[src/rtl/flsw_pkg.sv]
// Shared types and constants of the framed link stop-and-wait engine.
// Used by the parser, the top level, the checker and the testbench.
// Has no dependencies of its own.
package flsw_pkg;

	// Operation codes of an input item.
	localparam logic [1:0] OP_TICK    = 2'd0;
	localparam logic [1:0] OP_RX_BYTE = 2'd1;
	localparam logic [1:0] OP_KEY     = 2'd2;
	localparam logic [1:0] OP_TX_DONE = 2'd3;

	// Configuration register indexes (byte address 4*index).
	localparam int unsigned PADDR_W = 4;
	localparam logic [1:0] REG_RETRY_INTERVAL = 2'd0;
	localparam logic [1:0] REG_RETRY_LIMIT    = 2'd1;
	localparam logic [1:0] REG_MAX_DATA_LEN   = 2'd2;

	localparam logic [5:0] RETRY_INTERVAL_RST = 6'd10;
	localparam logic [2:0] RETRY_LIMIT_RST    = 3'd3;
	localparam logic [4:0] MAX_DATA_LEN_RST   = 5'd20;

	// Frame bytes.
	localparam logic [7:0] FRAME_SOF     = 8'hAA;
	localparam logic [7:0] FRAME_EOF     = 8'hBB;
	localparam logic [7:0] CMD_ACK_LIMIT = 8'h80;
	localparam logic [7:0] CMD_KEY_EVENT = 8'h90;
	localparam logic [7:0] KEY_DATA_LEN  = 8'd2;

	// Frame kinds on the transmit side.
	localparam logic [1:0] KIND_REPLY = 2'd0;
	localparam logic [1:0] KIND_FIRST = 2'd1;
	localparam logic [1:0] KIND_RETRY = 2'd2;

	// A complete, checked frame seen by the receive parser.
	typedef struct packed {
		logic       good;
		logic [7:0] command;
	} rx_frame_t;

endpackage

[src/rtl/flsw_item_if.sv]
// Input channel of the framed link engine: one operation per beat.
// Depends on nothing.
interface flsw_item_if;
	logic       valid;
	logic       ready;
	logic [1:0] operation;
	logic [7:0] rx_data;
	logic [7:0] key_code;
	logic [7:0] key_action;

	modport source (output valid, operation, rx_data, key_code, key_action, input ready);
	modport sink (input valid, operation, rx_data, key_code, key_action, output ready);
endinterface

[src/rtl/flsw_beat_if.sv]
// Output channel of the framed link engine: one transmitted frame byte per beat.
// Depends on nothing.
interface flsw_beat_if;
	logic       valid;
	logic       ready;
	logic [7:0] tx_data;
	logic       frame_end;
	logic [1:0] frame_kind;
	logic       head_dropped;

	modport source (output valid, tx_data, frame_end, frame_kind, head_dropped, input ready);
	modport sink (input valid, tx_data, frame_end, frame_kind, head_dropped, output ready);
endinterface

[src/rtl/framed_link_stop_and_wait_engine.sv]
// Top level of the framed link stop-and-wait engine.
// Depends on flsw_pkg, flsw_item_if, flsw_beat_if, flsw_ram and flsw_parser.
//
//  channel  | dir | beat contents                                  | accepted when
//  ---------+-----+------------------------------------------------+-----------------------
//  item     | in  | operation, rx_data, key_code, key_action        | item.valid & item.ready
//  beat     | out | tx_data, frame_end, frame_kind, head_dropped    | beat.valid & beat.ready
//  APB      | in  | retry_interval, retry_limit, max_data_len       | psel & penable & pwrite
//
// Items pass an input register and are executed from it, one per clock unless a tick waits there.
// A tick that starts a frame loads the transmit register, which gives 5 beats (reply)
// or 7 beats (key event frame), one per cycle that the sink is ready.
// Any tick waits in the input register while a frame is still being shifted out and
// the link has already been released; other items go on.
// Reset clears all control state; the event queue RAM is not cleared.
module framed_link_stop_and_wait_engine #(
	parameter int unsigned QUEUE_DEPTH = 8
) (
	input  logic                          clk,
	input  logic                          arst_n,
	flsw_item_if.sink                     item,
	flsw_beat_if.source                   beat,
	input  logic                          psel,
	input  logic                          penable,
	input  logic                          pwrite,
	input  logic [flsw_pkg::PADDR_W-1:0]  paddr,
	input  logic [31:0]                   pwdata,
	output logic [31:0]                   prdata,
	output logic                          pready
);
	localparam int unsigned IDX_W = $clog2(QUEUE_DEPTH);
	localparam int unsigned CNT_W = $clog2(QUEUE_DEPTH + 1);
	localparam logic [IDX_W-1:0] LAST_IDX = IDX_W'(QUEUE_DEPTH - 1);
	localparam logic [CNT_W-1:0] FULL_CNT = CNT_W'(QUEUE_DEPTH);

	localparam logic [2:0] SLOT_SOF = 3'd0;
	localparam logic [2:0] SLOT_LEN = 3'd1;
	localparam logic [2:0] SLOT_CMD = 3'd2;
	localparam logic [2:0] SLOT_D0  = 3'd3;
	localparam logic [2:0] SLOT_D1  = 3'd4;
	localparam logic [2:0] SLOT_XOR = 3'd5;
	localparam logic [2:0] SLOT_EOF = 3'd6;

	// Configuration.
	logic [5:0] retry_interval_q;
	logic [2:0] retry_limit_q;
	logic [4:0] max_data_len_q;
	logic       cfg_write;

	// Input register.
	logic       valid_s1;
	logic [1:0] operation_s1;
	logic [7:0] rx_data_s1;
	logic [7:0] key_code_s1;
	logic [7:0] key_action_s1;
	logic       s1_go;
	logic       s1_fire;

	// Link state.
	logic [IDX_W-1:0] head_q, head_d;
	logic [IDX_W-1:0] tail_q, tail_d;
	logic [CNT_W-1:0] count_q, count_d;
	logic             link_busy_q, link_busy_d;
	logic             awaiting_q, awaiting_d;
	logic             reply_pending_q, reply_pending_d;
	logic [7:0]       reply_cmd_q, reply_cmd_d;
	logic [8:0]       wait_q, wait_d;

	// Event queue.
	logic        ram_we;
	logic [15:0] ram_wdata;
	logic [15:0] ram_rdata;
	logic        bypass_q;
	logic [15:0] bypass_data_q;
	logic [15:0] head_entry;

	// Transmit register.
	logic       ser_active_q;
	logic [2:0] ser_slot_q;
	logic       ser_len2_q;
	logic [7:0] ser_cmd_q;
	logic [7:0] ser_d0_q;
	logic [7:0] ser_d1_q;
	logic [7:0] ser_xor_q;
	logic [1:0] ser_kind_q;
	logic       ser_drop_q;
	logic       ser_load;
	logic       ser_load_head;
	logic [1:0] ser_load_kind;
	logic       ser_load_drop;
	logic       beat_fire;

	// Retry timing.
	logic [5:0] iv;
	logic [2:0] lim;
	logic [8:0] last_tick;
	logic [8:0] wait_inc;
	logic       on_multiple;
	logic       retx;

	flsw_pkg::rx_frame_t rx_frame;

	//------------------------------------------------------------------
	// Configuration port.
	assign pready    = 1'b1;
	assign cfg_write = psel && penable && pwrite;

	always_ff @(posedge clk or negedge arst_n) begin
		if (!arst_n) begin
			retry_interval_q <= flsw_pkg::RETRY_INTERVAL_RST;
			retry_limit_q    <= flsw_pkg::RETRY_LIMIT_RST;
			max_data_len_q   <= flsw_pkg::MAX_DATA_LEN_RST;
		end else if (cfg_write) begin
			unique case (paddr[3:2])
				flsw_pkg::REG_RETRY_INTERVAL: retry_interval_q <= pwdata[5:0];
				flsw_pkg::REG_RETRY_LIMIT:    retry_limit_q    <= pwdata[2:0];
				flsw_pkg::REG_MAX_DATA_LEN:   max_data_len_q   <= pwdata[4:0];
				default: ;
			endcase
		end
	end

	always_comb begin
		unique case (paddr[3:2])
			flsw_pkg::REG_RETRY_INTERVAL: prdata = {26'd0, retry_interval_q};
			flsw_pkg::REG_RETRY_LIMIT:    prdata = {29'd0, retry_limit_q};
			flsw_pkg::REG_MAX_DATA_LEN:   prdata = {27'd0, max_data_len_q};
			default:                      prdata = '0;
		endcase
	end

	//------------------------------------------------------------------
	// Input register.
	// Only a tick that could start a frame has to wait for the transmit register.
	assign s1_go   = !(operation_s1 == flsw_pkg::OP_TICK && ser_active_q && !link_busy_q);
	assign s1_fire = valid_s1 && s1_go;
	assign item.ready = !valid_s1 || s1_go;

	always_ff @(posedge clk or negedge arst_n) begin
		if (!arst_n) begin
			valid_s1 <= 1'b0;
		end else if (item.ready) begin
			valid_s1 <= item.valid;
		end
	end

	always_ff @(posedge clk) begin
		if (item.ready && item.valid) begin
			operation_s1  <= item.operation;
			rx_data_s1    <= item.rx_data;
			key_code_s1   <= item.key_code;
			key_action_s1 <= item.key_action;
		end
	end

	//------------------------------------------------------------------
	// Receive parser.
	flsw_parser u_parser (
		.clk        (clk),
		.arst_n     (arst_n),
		.byte_valid (s1_fire && operation_s1 == flsw_pkg::OP_RX_BYTE),
		.byte_data  (rx_data_s1),
		.max_len    (max_data_len_q),
		.frame      (rx_frame)
	);

	//------------------------------------------------------------------
	// Retry timing: a register value of zero acts as one. The counter never
	// passes the drop point, so a retransmission point below it is one of the
	// first six multiples of the interval.
	assign iv        = (retry_interval_q == 6'd0) ? 6'd1 : retry_interval_q;
	assign lim       = (retry_limit_q == 3'd0) ? 3'd1 : retry_limit_q;
	assign last_tick = {3'd0, iv} * {6'd0, lim};
	assign wait_inc  = wait_q + 9'd1;

	always_comb begin
		on_multiple = 1'b0;
		for (int k = 1; k <= 6; k++) begin
			if (wait_inc == 9'({3'd0, iv} * 9'(k))) on_multiple = 1'b1;
		end
	end

	assign retx = on_multiple || (wait_inc >= last_tick);

	//------------------------------------------------------------------
	// Item execution.
	always_comb begin
		head_d          = head_q;
		tail_d          = tail_q;
		count_d         = count_q;
		link_busy_d     = link_busy_q;
		awaiting_d      = awaiting_q;
		reply_pending_d = reply_pending_q;
		reply_cmd_d     = reply_cmd_q;
		wait_d          = wait_q;
		ram_we          = 1'b0;
		ser_load        = 1'b0;
		ser_load_head   = 1'b0;
		ser_load_kind   = flsw_pkg::KIND_REPLY;
		ser_load_drop   = 1'b0;
		if (s1_fire) begin
			unique case (operation_s1)
				flsw_pkg::OP_TICK: begin
					if (!link_busy_q) begin
						priority if (reply_pending_q) begin
							reply_pending_d = 1'b0;
							link_busy_d     = 1'b1;
							ser_load        = 1'b1;
						end else if (awaiting_q) begin
							wait_d = wait_inc;
							if (retx) begin
								link_busy_d   = 1'b1;
								ser_load      = 1'b1;
								ser_load_head = 1'b1;
								ser_load_kind = flsw_pkg::KIND_RETRY;
								if (wait_inc >= last_tick) begin
									ser_load_drop = 1'b1;
									wait_d        = '0;
									awaiting_d    = 1'b0;
									head_d        = (head_q == LAST_IDX) ? '0 : head_q + 1'b1;
									count_d       = count_q - 1'b1;
								end
							end
						end else if (count_q != '0) begin
							link_busy_d   = 1'b1;
							awaiting_d    = 1'b1;
							ser_load      = 1'b1;
							ser_load_head = 1'b1;
							ser_load_kind = flsw_pkg::KIND_FIRST;
						end
					end
				end
				flsw_pkg::OP_RX_BYTE: begin
					if (rx_frame.good) begin
						if (rx_frame.command < flsw_pkg::CMD_ACK_LIMIT) begin
							reply_pending_d = 1'b1;
							reply_cmd_d     = rx_frame.command;
						end else if (awaiting_q && count_q != '0 &&
						             rx_frame.command == flsw_pkg::CMD_KEY_EVENT) begin
							awaiting_d = 1'b0;
							wait_d     = '0;
							head_d     = (head_q == LAST_IDX) ? '0 : head_q + 1'b1;
							count_d    = count_q - 1'b1;
						end
					end
				end
				flsw_pkg::OP_KEY: begin
					if (count_q != FULL_CNT) begin
						ram_we  = 1'b1;
						tail_d  = (tail_q == LAST_IDX) ? '0 : tail_q + 1'b1;
						count_d = count_q + 1'b1;
					end
				end
				flsw_pkg::OP_TX_DONE: link_busy_d = 1'b0;
				default: ;
			endcase
		end
	end

	always_ff @(posedge clk or negedge arst_n) begin
		if (!arst_n) begin
			head_q          <= '0;
			tail_q          <= '0;
			count_q         <= '0;
			link_busy_q     <= 1'b0;
			awaiting_q      <= 1'b0;
			reply_pending_q <= 1'b0;
			reply_cmd_q     <= '0;
			wait_q          <= '0;
		end else begin
			head_q          <= head_d;
			tail_q          <= tail_d;
			count_q         <= count_d;
			link_busy_q     <= link_busy_d;
			awaiting_q      <= awaiting_d;
			reply_pending_q <= reply_pending_d;
			reply_cmd_q     <= reply_cmd_d;
			wait_q          <= wait_d;
		end
	end

	//------------------------------------------------------------------
	// Event queue. The RAM is read at the next head, so its registered output
	// holds the current head entry; a write to that same entry is forwarded.
	assign ram_wdata = {key_code_s1, key_action_s1};

	flsw_ram #(
		.WIDTH (16),
		.DEPTH (QUEUE_DEPTH)
	) u_queue (
		.clk   (clk),
		.we    (ram_we),
		.waddr (tail_q),
		.wdata (ram_wdata),
		.raddr (head_d),
		.rdata (ram_rdata)
	);

	always_ff @(posedge clk or negedge arst_n) begin
		if (!arst_n) begin
			bypass_q <= 1'b0;
		end else begin
			bypass_q <= ram_we && (tail_q == head_d);
		end
	end

	always_ff @(posedge clk) begin
		bypass_data_q <= ram_wdata;
	end

	assign head_entry = bypass_q ? bypass_data_q : ram_rdata;

	//------------------------------------------------------------------
	// Transmit register.
	assign beat_fire = beat.valid && beat.ready;

	always_ff @(posedge clk or negedge arst_n) begin
		if (!arst_n) begin
			ser_active_q <= 1'b0;
			ser_slot_q   <= SLOT_SOF;
		end else if (ser_load) begin
			ser_active_q <= 1'b1;
			ser_slot_q   <= SLOT_SOF;
		end else if (beat_fire) begin
			if (ser_slot_q == SLOT_EOF) begin
				ser_active_q <= 1'b0;
			end else if (ser_slot_q == SLOT_CMD && !ser_len2_q) begin
				ser_slot_q <= SLOT_XOR;
			end else begin
				ser_slot_q <= ser_slot_q + 3'd1;
			end
		end
	end

	always_ff @(posedge clk) begin
		if (ser_load) begin
			ser_len2_q <= ser_load_head;
			ser_kind_q <= ser_load_kind;
			ser_drop_q <= ser_load_drop;
			ser_d0_q   <= head_entry[15:8];
			ser_d1_q   <= head_entry[7:0];
			if (ser_load_head) begin
				ser_cmd_q <= flsw_pkg::CMD_KEY_EVENT;
				ser_xor_q <= flsw_pkg::KEY_DATA_LEN ^ flsw_pkg::CMD_KEY_EVENT ^
				             head_entry[15:8] ^ head_entry[7:0];
			end else begin
				// A reply has no data, so its check byte is the command itself.
				ser_cmd_q <= reply_cmd_q;
				ser_xor_q <= reply_cmd_q;
			end
		end
	end

	assign beat.valid        = ser_active_q;
	assign beat.frame_end    = (ser_slot_q == SLOT_EOF);
	assign beat.frame_kind   = ser_kind_q;
	assign beat.head_dropped = ser_drop_q;

	always_comb begin
		unique case (ser_slot_q)
			SLOT_SOF: beat.tx_data = flsw_pkg::FRAME_SOF;
			SLOT_LEN: beat.tx_data = ser_len2_q ? flsw_pkg::KEY_DATA_LEN : 8'd0;
			SLOT_CMD: beat.tx_data = ser_cmd_q;
			SLOT_D0:  beat.tx_data = ser_d0_q;
			SLOT_D1:  beat.tx_data = ser_d1_q;
			SLOT_XOR: beat.tx_data = ser_xor_q;
			SLOT_EOF: beat.tx_data = flsw_pkg::FRAME_EOF;
			default:  beat.tx_data = flsw_pkg::FRAME_EOF;
		endcase
	end
endmodule

[src/rtl/flsw_ram.sv]
// Generic single-port-write, single-port-read RAM with a registered read.
// Depends on nothing.
module flsw_ram #(
	parameter int unsigned WIDTH = 16,
	parameter int unsigned DEPTH = 8
) (
	input  logic                     clk,
	input  logic                     we,
	input  logic [$clog2(DEPTH)-1:0] waddr,
	input  logic [WIDTH-1:0]         wdata,
	input  logic [$clog2(DEPTH)-1:0] raddr,
	output logic [WIDTH-1:0]         rdata
);
	logic [WIDTH-1:0] mem [DEPTH];

	always_ff @(posedge clk) begin
		if (we) begin
			mem[waddr] <= wdata;
		end
		rdata <= mem[raddr];
	end
endmodule

[src/rtl/flsw_parser.sv]
// Receive-side frame parser: takes one byte per strobe and flags a checked frame.
// Depends on flsw_pkg.
module flsw_parser (
	input  logic               clk,
	input  logic               arst_n,
	input  logic               byte_valid,
	input  logic [7:0]         byte_data,
	input  logic [4:0]         max_len,
	output flsw_pkg::rx_frame_t frame
);
	localparam logic [2:0] PH_HUNT = 3'd0;
	localparam logic [2:0] PH_LEN  = 3'd1;
	localparam logic [2:0] PH_CMD  = 3'd2;
	localparam logic [2:0] PH_DATA = 3'd3;
	localparam logic [2:0] PH_XOR  = 3'd4;
	localparam logic [2:0] PH_END  = 3'd5;

	logic [2:0] phase_q, phase_d;
	logic [7:0] command_q, command_d;
	logic [7:0] xor_q, xor_d;
	logic [4:0] remaining_q, remaining_d;
	logic [2:0] reject_phase;

	// A rejected byte that is itself a start byte opens a new frame at once.
	assign reject_phase = (byte_data == flsw_pkg::FRAME_SOF) ? PH_LEN : PH_HUNT;

	always_comb begin
		phase_d     = phase_q;
		command_d   = command_q;
		xor_d       = xor_q;
		remaining_d = remaining_q;
		frame       = '0;
		frame.command = command_q;
		if (byte_valid) begin
			unique case (phase_q)
				PH_HUNT: begin
					if (byte_data == flsw_pkg::FRAME_SOF) phase_d = PH_LEN;
				end
				PH_LEN: begin
					if (byte_data > {3'b000, max_len}) begin
						phase_d = reject_phase;
					end else begin
						remaining_d = byte_data[4:0];
						xor_d       = byte_data;
						phase_d     = PH_CMD;
					end
				end
				PH_CMD: begin
					command_d = byte_data;
					xor_d     = xor_q ^ byte_data;
					phase_d   = (remaining_q != 5'd0) ? PH_DATA : PH_XOR;
				end
				PH_DATA: begin
					xor_d       = xor_q ^ byte_data;
					remaining_d = remaining_q - 5'd1;
					if (remaining_q == 5'd1) phase_d = PH_XOR;
				end
				PH_XOR: begin
					phase_d = (byte_data != xor_q) ? reject_phase : PH_END;
				end
				PH_END: begin
					if (byte_data != flsw_pkg::FRAME_EOF) begin
						phase_d = reject_phase;
					end else begin
						phase_d    = PH_HUNT;
						frame.good = 1'b1;
					end
				end
				default: phase_d = PH_HUNT;
			endcase
		end
	end

	always_ff @(posedge clk or negedge arst_n) begin
		if (!arst_n) begin
			phase_q     <= PH_HUNT;
			command_q   <= '0;
			xor_q       <= '0;
			remaining_q <= '0;
		end else begin
			phase_q     <= phase_d;
			command_q   <= command_d;
			xor_q       <= xor_d;
			remaining_q <= remaining_d;
		end
	end
endmodule

[src/flat_wrapper.sv]
// flat-port wrapper written by rule: the top's interface ports become plain ports
module framed_link_stop_and_wait_engine_flat 
#(
	parameter int unsigned QUEUE_DEPTH = 8
)
  (clk, arst_n, psel, penable, pwrite, paddr, pwdata, prdata, pready, item_valid, item_operation, item_rx_data, item_key_code, item_key_action, item_ready, beat_valid, beat_tx_data, beat_frame_end, beat_frame_kind, beat_head_dropped, beat_ready);
  flsw_item_if item_i ();
  flsw_beat_if beat_i ();
  input  logic clk;
  input  logic arst_n;
  input  logic psel;
  input  logic penable;
  input  logic pwrite;
  input  logic [flsw_pkg::PADDR_W-1:0] paddr;
  input  logic [31:0] pwdata;
  output logic [31:0] prdata;
  output logic pready;
  input wire logic [$bits(item_i.valid)-1:0] item_valid;
  input wire logic [$bits(item_i.operation)-1:0] item_operation;
  input wire logic [$bits(item_i.rx_data)-1:0] item_rx_data;
  input wire logic [$bits(item_i.key_code)-1:0] item_key_code;
  input wire logic [$bits(item_i.key_action)-1:0] item_key_action;
  output wire logic [$bits(item_i.ready)-1:0] item_ready;
  output wire logic [$bits(beat_i.valid)-1:0] beat_valid;
  output wire logic [$bits(beat_i.tx_data)-1:0] beat_tx_data;
  output wire logic [$bits(beat_i.frame_end)-1:0] beat_frame_end;
  output wire logic [$bits(beat_i.frame_kind)-1:0] beat_frame_kind;
  output wire logic [$bits(beat_i.head_dropped)-1:0] beat_head_dropped;
  input wire logic [$bits(beat_i.ready)-1:0] beat_ready;
  assign item_i.valid = item_valid;
  assign item_i.operation = item_operation;
  assign item_i.rx_data = item_rx_data;
  assign item_i.key_code = item_key_code;
  assign item_i.key_action = item_key_action;
  assign item_ready = item_i.ready;
  assign beat_valid = beat_i.valid;
  assign beat_tx_data = beat_i.tx_data;
  assign beat_frame_end = beat_i.frame_end;
  assign beat_frame_kind = beat_i.frame_kind;
  assign beat_head_dropped = beat_i.head_dropped;
  assign beat_i.ready = beat_ready;
  framed_link_stop_and_wait_engine #(.QUEUE_DEPTH(QUEUE_DEPTH)) u_core (.clk(clk), .arst_n(arst_n), .item(item_i), .beat(beat_i), .psel(psel), .penable(penable), .pwrite(pwrite), .paddr(paddr), .pwdata(pwdata), .prdata(prdata), .pready(pready));
endmodule
[config.mk]
export PLATFORM = sky130hd
export DESIGN_NAME = framed_link_stop_and_wait_engine_flat
export DESIGN_NICKNAME = d
export VERILOG_FILES = /design/src/rtl/flsw_pkg.sv /design/src/rtl/flsw_item_if.sv /design/src/rtl/flsw_beat_if.sv /design/src/rtl/framed_link_stop_and_wait_engine.sv /design/src/rtl/flsw_ram.sv /design/src/rtl/flsw_parser.sv /design/src/flat_wrapper.sv
export SDC_FILE = /design/constraint.sdc
export NUM_CORES = 1
export LEC_CHECK = 0
export ABC_AREA = 1
export BUFFER_PORTS_ARGS = -buffer_cell sky130_fd_sc_hd__buf_2
export CORE_MARGIN = 2
export CORE_UTILIZATION = 60
export DETAILED_ROUTE_END_ITERATION = 7
export GPL_TIMING_DRIVEN = 0
export PLACE_DENSITY = 0.8
export SETUP_SLACK_MARGIN = 0.2
export SLEW_MARGIN = 5
export SYNTH_ARGS = -nofsm -noshare
export SYNTH_HDL_FRONTEND = slang
export SYNTH_SLANG_ARGS = --single-unit
[constraint.sdc]
create_clock -name clk -period 7.45 [get_ports clk]
set_input_delay 0.3725 -clock clk [delete_from_list [all_inputs] [get_ports clk]]
set_output_delay 0.3725 -clock clk [all_outputs]
set_load 0.02 [all_outputs]
==> metrics.md, run 1 <==
| Metric | Value |
|---|---|
| PostCTS Resize Cnt | 0 |
| Multi-input gate area | 5781 um2 |
| Hold Crit Class | input pin to register |
| Placed inst area | 16140 um2 |
| Period utilization | 0.8276 |
| Initial core utilization | 0.6061 |
| Final WL | 35740 um |
| Crit path DAT | 6.62 ns |
| Wl on met1 | 14790 um |
| Largest stage delay, worst path | 0.62 ns |
| Reg power frac | 0.377 |
| # setup viols final | 0 |
| CP bufs+invs | 7 |
| Final Hold Vio Count | 0 |
| Unique cell type count in the Yosys netlist | 49 |
| Slew @ Worst Pin | 0.7830 ns |
| Diodes inserted | 0 |
| Status | complete, no violations |
| Share of cells above drive strength 1 | 0.1216 |
| Tot Pwr | 5.697 mW |
| Sequential share of the synthesized area | 0.5423 |
| Crit path top cell by count | nand2_1 |
| # DRC | 0 |
| DR iter-0 viols | 1156 |
| Slew Limit Fails | 0 |
| Top Metal Used | met4 |
| Core Util, Final | 0.6954 |
| CTS sink count | 296 |
| Global Route Usage Sum | 0.2700 |
| # fillers | 1834 |
| Site Rows | 58 |
| Final instance area | 17360 um2 |
| Max Cap Violations | 0 |
| Cell-internal power | 3.545 mW |
| Vias | 11619 |
| Cts bufs inserted | 29 |
| Synth Register Bits | 296 |
| Pwr dens | 328.2 nW/um2 |
| Vias in the first global route | 11344 |
| Crit-path leading delay family | simple AND/OR/NAND/NOR gates |
| Metal2 WL | 17580 um |
| Clock latency at the later pin of the worst-skew pair | 0.57 ns |
| Core area | 24960 um2 |
| Max FO, Critical Path | 10 |
| Crit path max-delay cell type | dfstp_2 |
| Crit Path Class | register to register |
| CTS Buffer Depth | 3 |
| Combinational share of power | 0.364 |
| Syn Std Cell Area | 15130 um2 |
| Final Skew | 0.01687 ns |
| Post-detail-place hpwl | 24450 um |
| Yosys warnings | 0 |
| Via/cell ratio | 5.389 |
| Setup TNS Final | 0 ns |
| Post-layout nets | 1935 |
| Peak VDD IR | 0.2693 mV |
| H-tree levels | 1 |
| Crit path required time | 7.91 ns |
| WHS | 0.02878 ns |
| Total gr overflow | 0 |
| Slew HR | 0.4772 |
| Avg Inst Size Synth | 9.158 um2 |
| Root buffer cell | clkbuf_16 |
| CTS tree | done |
| Horiz. Die Dim | 162.8 um |
| Pre-Repair DR Iteration Count | 5 |
| FF/Latch Area | 8205 um2 |
| First-pass GRT wire length | 56450 um |
| Post-synthesis cell count | 1652 |
| Critical path endpoint category | register |
| Top Ports | 116 |
| Routability cong. | 0.9549 |
| Max frequency | 162.2 MHz |
| Wire per inst | 16.58 um |
| Antenna violations before repair | 0 |
| Routed Antenna Nets | 0 |
| Largest net degree at the start of global routing | 65 |
| Clk pwr share | 0.259 |
| RSZ-0062 raised after global routing | no |
| Sw Pwr | 2.152 mW |
| Die ar. | 26500 um2 |
| Sw Ratio | 0.3777 |
| Worst-path clk slew | 0.06 ns |
| Buffers on Ports | 60 |
| Final min period | 6.166 ns |
| WL met3 | 2238 um |
| Crit path launch type | register |
| Pleak | 8.027 nW |
| Area grow syn2layout | 14.75% |
| Die Y | 162.8 um |
| Post-CTS setup buffers | 0 |
| CTS Hold Bufs | 25 |
-- registers in the layout (all words and copies together), names as in the netlist, 4 cells and up --
name	count
u_core.max_data_len_q	5
u_core.ser_xor_q	8
u_core.reply_cmd_q	8
u_core.key_code_s1	8
u_core.u_parser.command_q	8
u_core.key_action_s1	8
u_core.rx_data_s1	8
u_core.u_parser.xor_q	8
u_core.u_parser.remaining_q	5
u_core.ser_d1_q	8
u_core.ser_d0_q	8
u_core.bypass_data_q	16
u_core.ser_cmd_q	8
u_core.u_queue.rdata	16
u_core.wait_q	9
u_core.count_q	4
u_core.retry_interval_q	6
u_core.u_queue.mem	128
-- worst paths after layout --
path	start	slack, ns	endpoint	depth (start not counted)
min in group asynchronous	arst_n	0.21	u_core.wait_q[3]	2
min	item_operation[0]	0.03	u_core.operation_s1[0]	1
min reg2reg	u_core.reply_cmd_q[2]	0.50	u_core.reply_cmd_q[2]	2
max	u_core.retry_interval_q[3]	1.28	u_core.u_queue.rdata[11]	31
max reg2reg	u_core.retry_interval_q[3]	1.28	u_core.u_queue.rdata[11]	31
max in group asynchronous	arst_n	6.64	u_core.retry_interval_q[3]	3
-- power by group through the flow --
stage	clock, mW	sequential (mW)	combinational (mW)
6_report	1.47	2.15	2.08
4_1_cts	1.49	2.14	2.05
5_1_grt	1.55	2.17	2.31
3_5_place_dp	0	2.17	2.01
2_1_floorplan	0	2.12	1.46
3_3_place_gp	0	2.16	1.92
-- synthesized netlist by cell type (all sizes together) --
cell type / count / area share
dfxtp: 32 / 0.042
mux2i: 4 / 0.0026
inv: 224 / 0.056
xnor2: 10 / 0.0058
ha: 56 / 0.046
o211ai: 2 / 0.00099
o21ai: 109 / 0.036
buf: 53 / 0.024
dfrtp: 68 / 0.11
or2: 3 / 0.0012
a21oi: 34 / 0.011
nand2: 470 / 0.12
o21bai: 2 / 0.00099
nand4: 20 / 0.0083
a31oi: 3 / 0.0022
o22ai: 10 / 0.0041
dfstp: 6 / 0.010
conb: 2 / 0.00050
o2111ai: 1 / 0.00058
mux2: 20 / 0.015
nor2: 113 / 0.029
a22o: 3 / 0.0017
nand3: 101 / 0.033
xor2: 25 / 0.014
nor3: 12 / 0.0043
clkbuf: 14 / 0.0035
a211oi: 1 / 0.00050
o21a: 2 / 0.00099
and3: 1 / 0.00041
nor4: 6 / 0.0025
o221ai: 2 / 0.0012
a21boi: 1 / 0.00050
a221oi: 7 / 0.0041
fa: 7 / 0.0093
and2: 2 / 0.00083
clkinv: 2 / 0.00050
nand3b: 34 / 0.017
edfxtp: 190 / 0.38
-- layout by cell type (no fill, tap or decap), types with 25 or more instances in the layout --
| cell type | count |
|---|---|
| a21oi_1 | 33 |
| buf_2 | 77 |
| buf_4 | 33 |
| clkbuf_16 | 29 |
| conb_1 | 27 |
| dfrtp_1 | 68 |
| dfxtp_1 | 32 |
| dlygate4sd3_1 | 25 |
| edfxtp_1 | 190 |
| ha_1 | 56 |
| inv_1 | 219 |
| nand2_1 | 464 |
| nand3_1 | 101 |
| nand3b_1 | 34 |
| nor2_1 | 103 |
| o21ai_0 | 100 |
| xor2_1 | 25 |
-- cell type report --
cell class              instances  share of cell area
flip-flops and latches        296              0.4726
multi-input cells            1088              0.3330
inverters                     226             0.04886
clock buffers                  43             0.04829
repair buffers                 95             0.04195
plain buffers                  67             0.02400
well taps                     330             0.02378
clock inverters                11            0.007496
-- kinds of logic after synthesis --
| family | Yosys count | share of synthesized area |
|---|---|---|
| xor+xnor | 35 | 0.02026 |
| flops | 296 | 0.5423 |
| fa+ha+maj | 63 | 0.05557 |
| simple gates | 762 | 0.2148 |
| buf+inv | 293 | 0.08361 |
| mux | 24 | 0.01753 |
| other cells | 2 | 0.0004964 |
| compound gates | 177 | 0.06542 |
-- metal layers --
metal | track usage | vias to the layer above
li1 | - | 5684
met1 | 0.3421 | 5409
met2 | 0.4780 | 445
met3 | 0.03769 | 81
met4 | 0.09051 | 0
met5 | 0 | -
-- through the flow --
stage / cells / setup WS (ns)
2_1_floorplan: 1677 / 1.893
3_3_place_gp: 2067 / 0.6727
3_5_place_dp: 2077 / 1.368
4_1_cts: 2156 / 1.334
5_1_grt: 2156 / 0.8349
6_report: 2156 / 1.284
Power figures use the tool's default switching activity.
==> run 2: changes to the inputs <==
clock period = 5.7 ns   (was 7.45 ns; I/O delays follow)
==> run 2 against run 1 <==
Non-clock buffer count increased by 20. Final area rose by 2.1%. Final cell count up 1.2%. Utilization rose by 1.5 points. Clock skew increased by 0.020 ns. Routed wire length rose by 1.7%. Die area did not move. First-iteration DRC count grew 5.7%. Clock power increased by 38%. Power increased by 35%. Via count rose by 3.2%. Setup slack worse by 0.76 ns.
==> metrics.md, run 2 (synthesis results as in run 1) <==
| Metric | Value |
|---|---|
| Top Registers | u_core.u_queue.mem (128), u_core.bypass_data_q (16), u_core.u_queue.rdata (16) |
| Share of cells above drive strength 1 | 0.1405 |
| Buffers on Ports | 60 |
| Slew Limit Fails | 0 |
| Final min period | 5.171 ns |
| Final non-filler cell total | 2181 |
| Crit Path Class | register to register |
| Commonest non-fill, non-tap cell in the layout | nand2_1 |
| Routability cong. | 0.9331 |
| Largest stage delay, worst path | 0.54 ns |
| Total gr overflow | 0 |
| WHS Path Cells | 3 |
| Leading cell types in the layout, fill and taps excluded | nand2_1, inv_1, edfxtp_1 |
| Crit path max-delay cell type | dfstp_2 |
| Final instance area | 17730 um2 |
| Site Rows | 58 |
| Hold Path End | u_core.retry_limit_q[0] |
| First-pass GRT wire length | 57260 um |
| Max Cap Violations | 0 |
| Worst R2R Start | u_core.retry_interval_q[3] |
| Pre-Repair DR Iteration Count | 5 |
| Placed inst area | 16100 um2 |
| # DRC | 0 |
| Top Ports | 116 |
| H-tree levels | 1 |
| Crit path top cell by count | nand2_1 |
| Largest net degree at the start of global routing | 64 |
| # setup viols final | 0 |
| Crit path required time | 6.17 ns |
| Core Util, Final | 0.7101 |
| DR iter-0 viols | 1222 |
| Worst R2R End | u_core.u_queue.rdata[12] |
| Status | complete, no violations |
| Vias in the first global route | 11586 |
| Final WL | 36350 um |
| Largest register FFs | 128 |
| Antenna violations before repair | 0 |
| Post-detail-place hpwl | 24340 um |
| Wire per inst | 16.67 um |
| Slew HR | 0.3629 |
| Pwr dens | 432.6 nW/um2 |
| Final Hold Vio Count | 0 |
| Worst-path clk slew | 0.06 ns |
| Hold Crit Class | input pin to register |
| CTS Buffer Depth | 3 |
| Diodes inserted | 0 |
| Post-layout nets | 1959 |
| Horiz. Die Dim | 162.8 um |
| Pleak | 8.193 nW |
| Setup slack after layout | 0.5288 ns |
| Die Y | 162.8 um |
| Die ar. | 26500 um2 |
| Slew @ Worst Pin | 0.9521 ns |
| Global Route Usage Sum | 0.2721 |
| Inst Count DP | 2076 |
| Via/cell ratio | 5.498 |
| Max frequency | 193.4 MHz |
| Period utilization | 0.9072 |
| Critical path endpoint category | register |
| Cts bufs inserted | 30 |
| Initial core utilization | 0.6061 |
| Vias | 11991 |
| Core area | 24960 um2 |
| Worst Reg-to-Reg Cells | 32 |
| Peak VDD IR | 0.2955 mV |
| Max FO, Critical Path | 10 |
| Clock latency at the later pin of the worst-skew pair | 0.58 ns |
| Routed Antenna Nets | 0 |
| Reg with most FFs | u_core.u_queue.mem |
| CTS tree | done |
| Final Skew | 0.03682 ns |
| Crit path DAT | 5.64 ns |
| Hold path start | pwdata[0] |
| # fillers | 1802 |
| RSZ-0062 raised after global routing | no |
| Setup TNS Final | 0 ns |
| Root buffer cell | clkbuf_16 |
| Place WS | -0.7168 ns |
| CTS sink count | 296 |
| Area grow syn2layout | 17.17% |
| Crit path launch type | register |
| R2r setup slk | 0.53 ns |
run 2: changes by cell type in the layout (fill, tap and decap cells not counted), moves of 6 or more:
cell           before  now
nand2_1           464  458
dlygate4sd3_1      25   31
o21ai_1             9   15
buf_4              33   48
o21ai_0           100   93
run 2: repair_timing:
item,4_1_cts,5_1_grt
gates cloned,3,0
pin swaps,4,3
hold endpoints to repair,103,0
hold buffers,31,0
resized for setup,17,27
setup endpoints to repair,78,78
setup buffers,8,7
run 2: cell type report:
cell class                      count  area [um2]  share of cell area
Inverter                          226       857.1             0.04835
Multi-Input combinational cell   1091        5896              0.3326
Tap cell                          330       412.9             0.02329
Sequential cell                   296        8208              0.4630
Clock inverter                      9       148.9            0.008399
Timing Repair Buffer              115       887.1             0.05004
Clock buffer                       47       884.6             0.04990
Buffer                             67       432.9             0.02442
run 2: power by group:
| part | internal [mW] | switching [mW] | total (mW) |
|---|---|---|---|
| clock | 1.20 | 0.824 | 2.03 |
| sequential | 2.59 | 0.209 | 2.80 |
| combinational | 0.994 | 1.84 | 2.84 |
run 2: how the worst max path moves through the flow:
stage	startpoint	endpoint	slack, ns	depth (start not counted)
2_1_floorplan	u_core.retry_interval_q[3]	u_core.beat.frame_kind[0]	0.59	28
3_3_place_gp	u_core.retry_interval_q[3]	u_core.ser_cmd_q[2]	-0.49	28
3_5_place_dp	u_core.retry_interval_q[3]	u_core.ser_xor_q[2]	-0.72	28
4_1_cts	u_core.retry_interval_q[3]	u_core.u_queue.rdata[12]	0.25	34
5_1_grt	u_core.retry_interval_q[3]	u_core.u_queue.rdata[12]	0.24	35
6_report	u_core.retry_interval_q[3]	u_core.u_queue.rdata[12]	0.53	32
run 2: layer usage:
metal  routed length, um  vias up  GRT usage  share of wire
met5                   0        -          0              0
met4                1597        0     0.1187          0.044
met3                2427      108    0.03387          0.067
met2               17770      514     0.4800           0.49
met1               14560     5643     0.3374           0.40
li1                    -     5726          -              -
run 2: metrics by stage:
step / total power, mW / hold WS (ns)
floorplan: 4.684 / -0.01059
global placement: 5.349 / 0.4613
detailed placement: 5.458 / 0.1413
CTS: 7.569 / 0.0004899
global route: 8.093 / 0.04744
finish: 7.669 / 0.02257
run 2: worst max-delay path, delay by kind of cell (launching register included):
| family | cells | cell delay (ns) |
|---|---|---|
| adder cells (fa/ha/maj) | 5 | 1.60 |
| buffers and inverters | 7 | 0.80 |
| AND/OR/NAND/NOR | 17 | 1.57 |
| flip-flops | 1 | 0.54 |
| AO/OA/AOI/OAI | 3 | 0.57 |
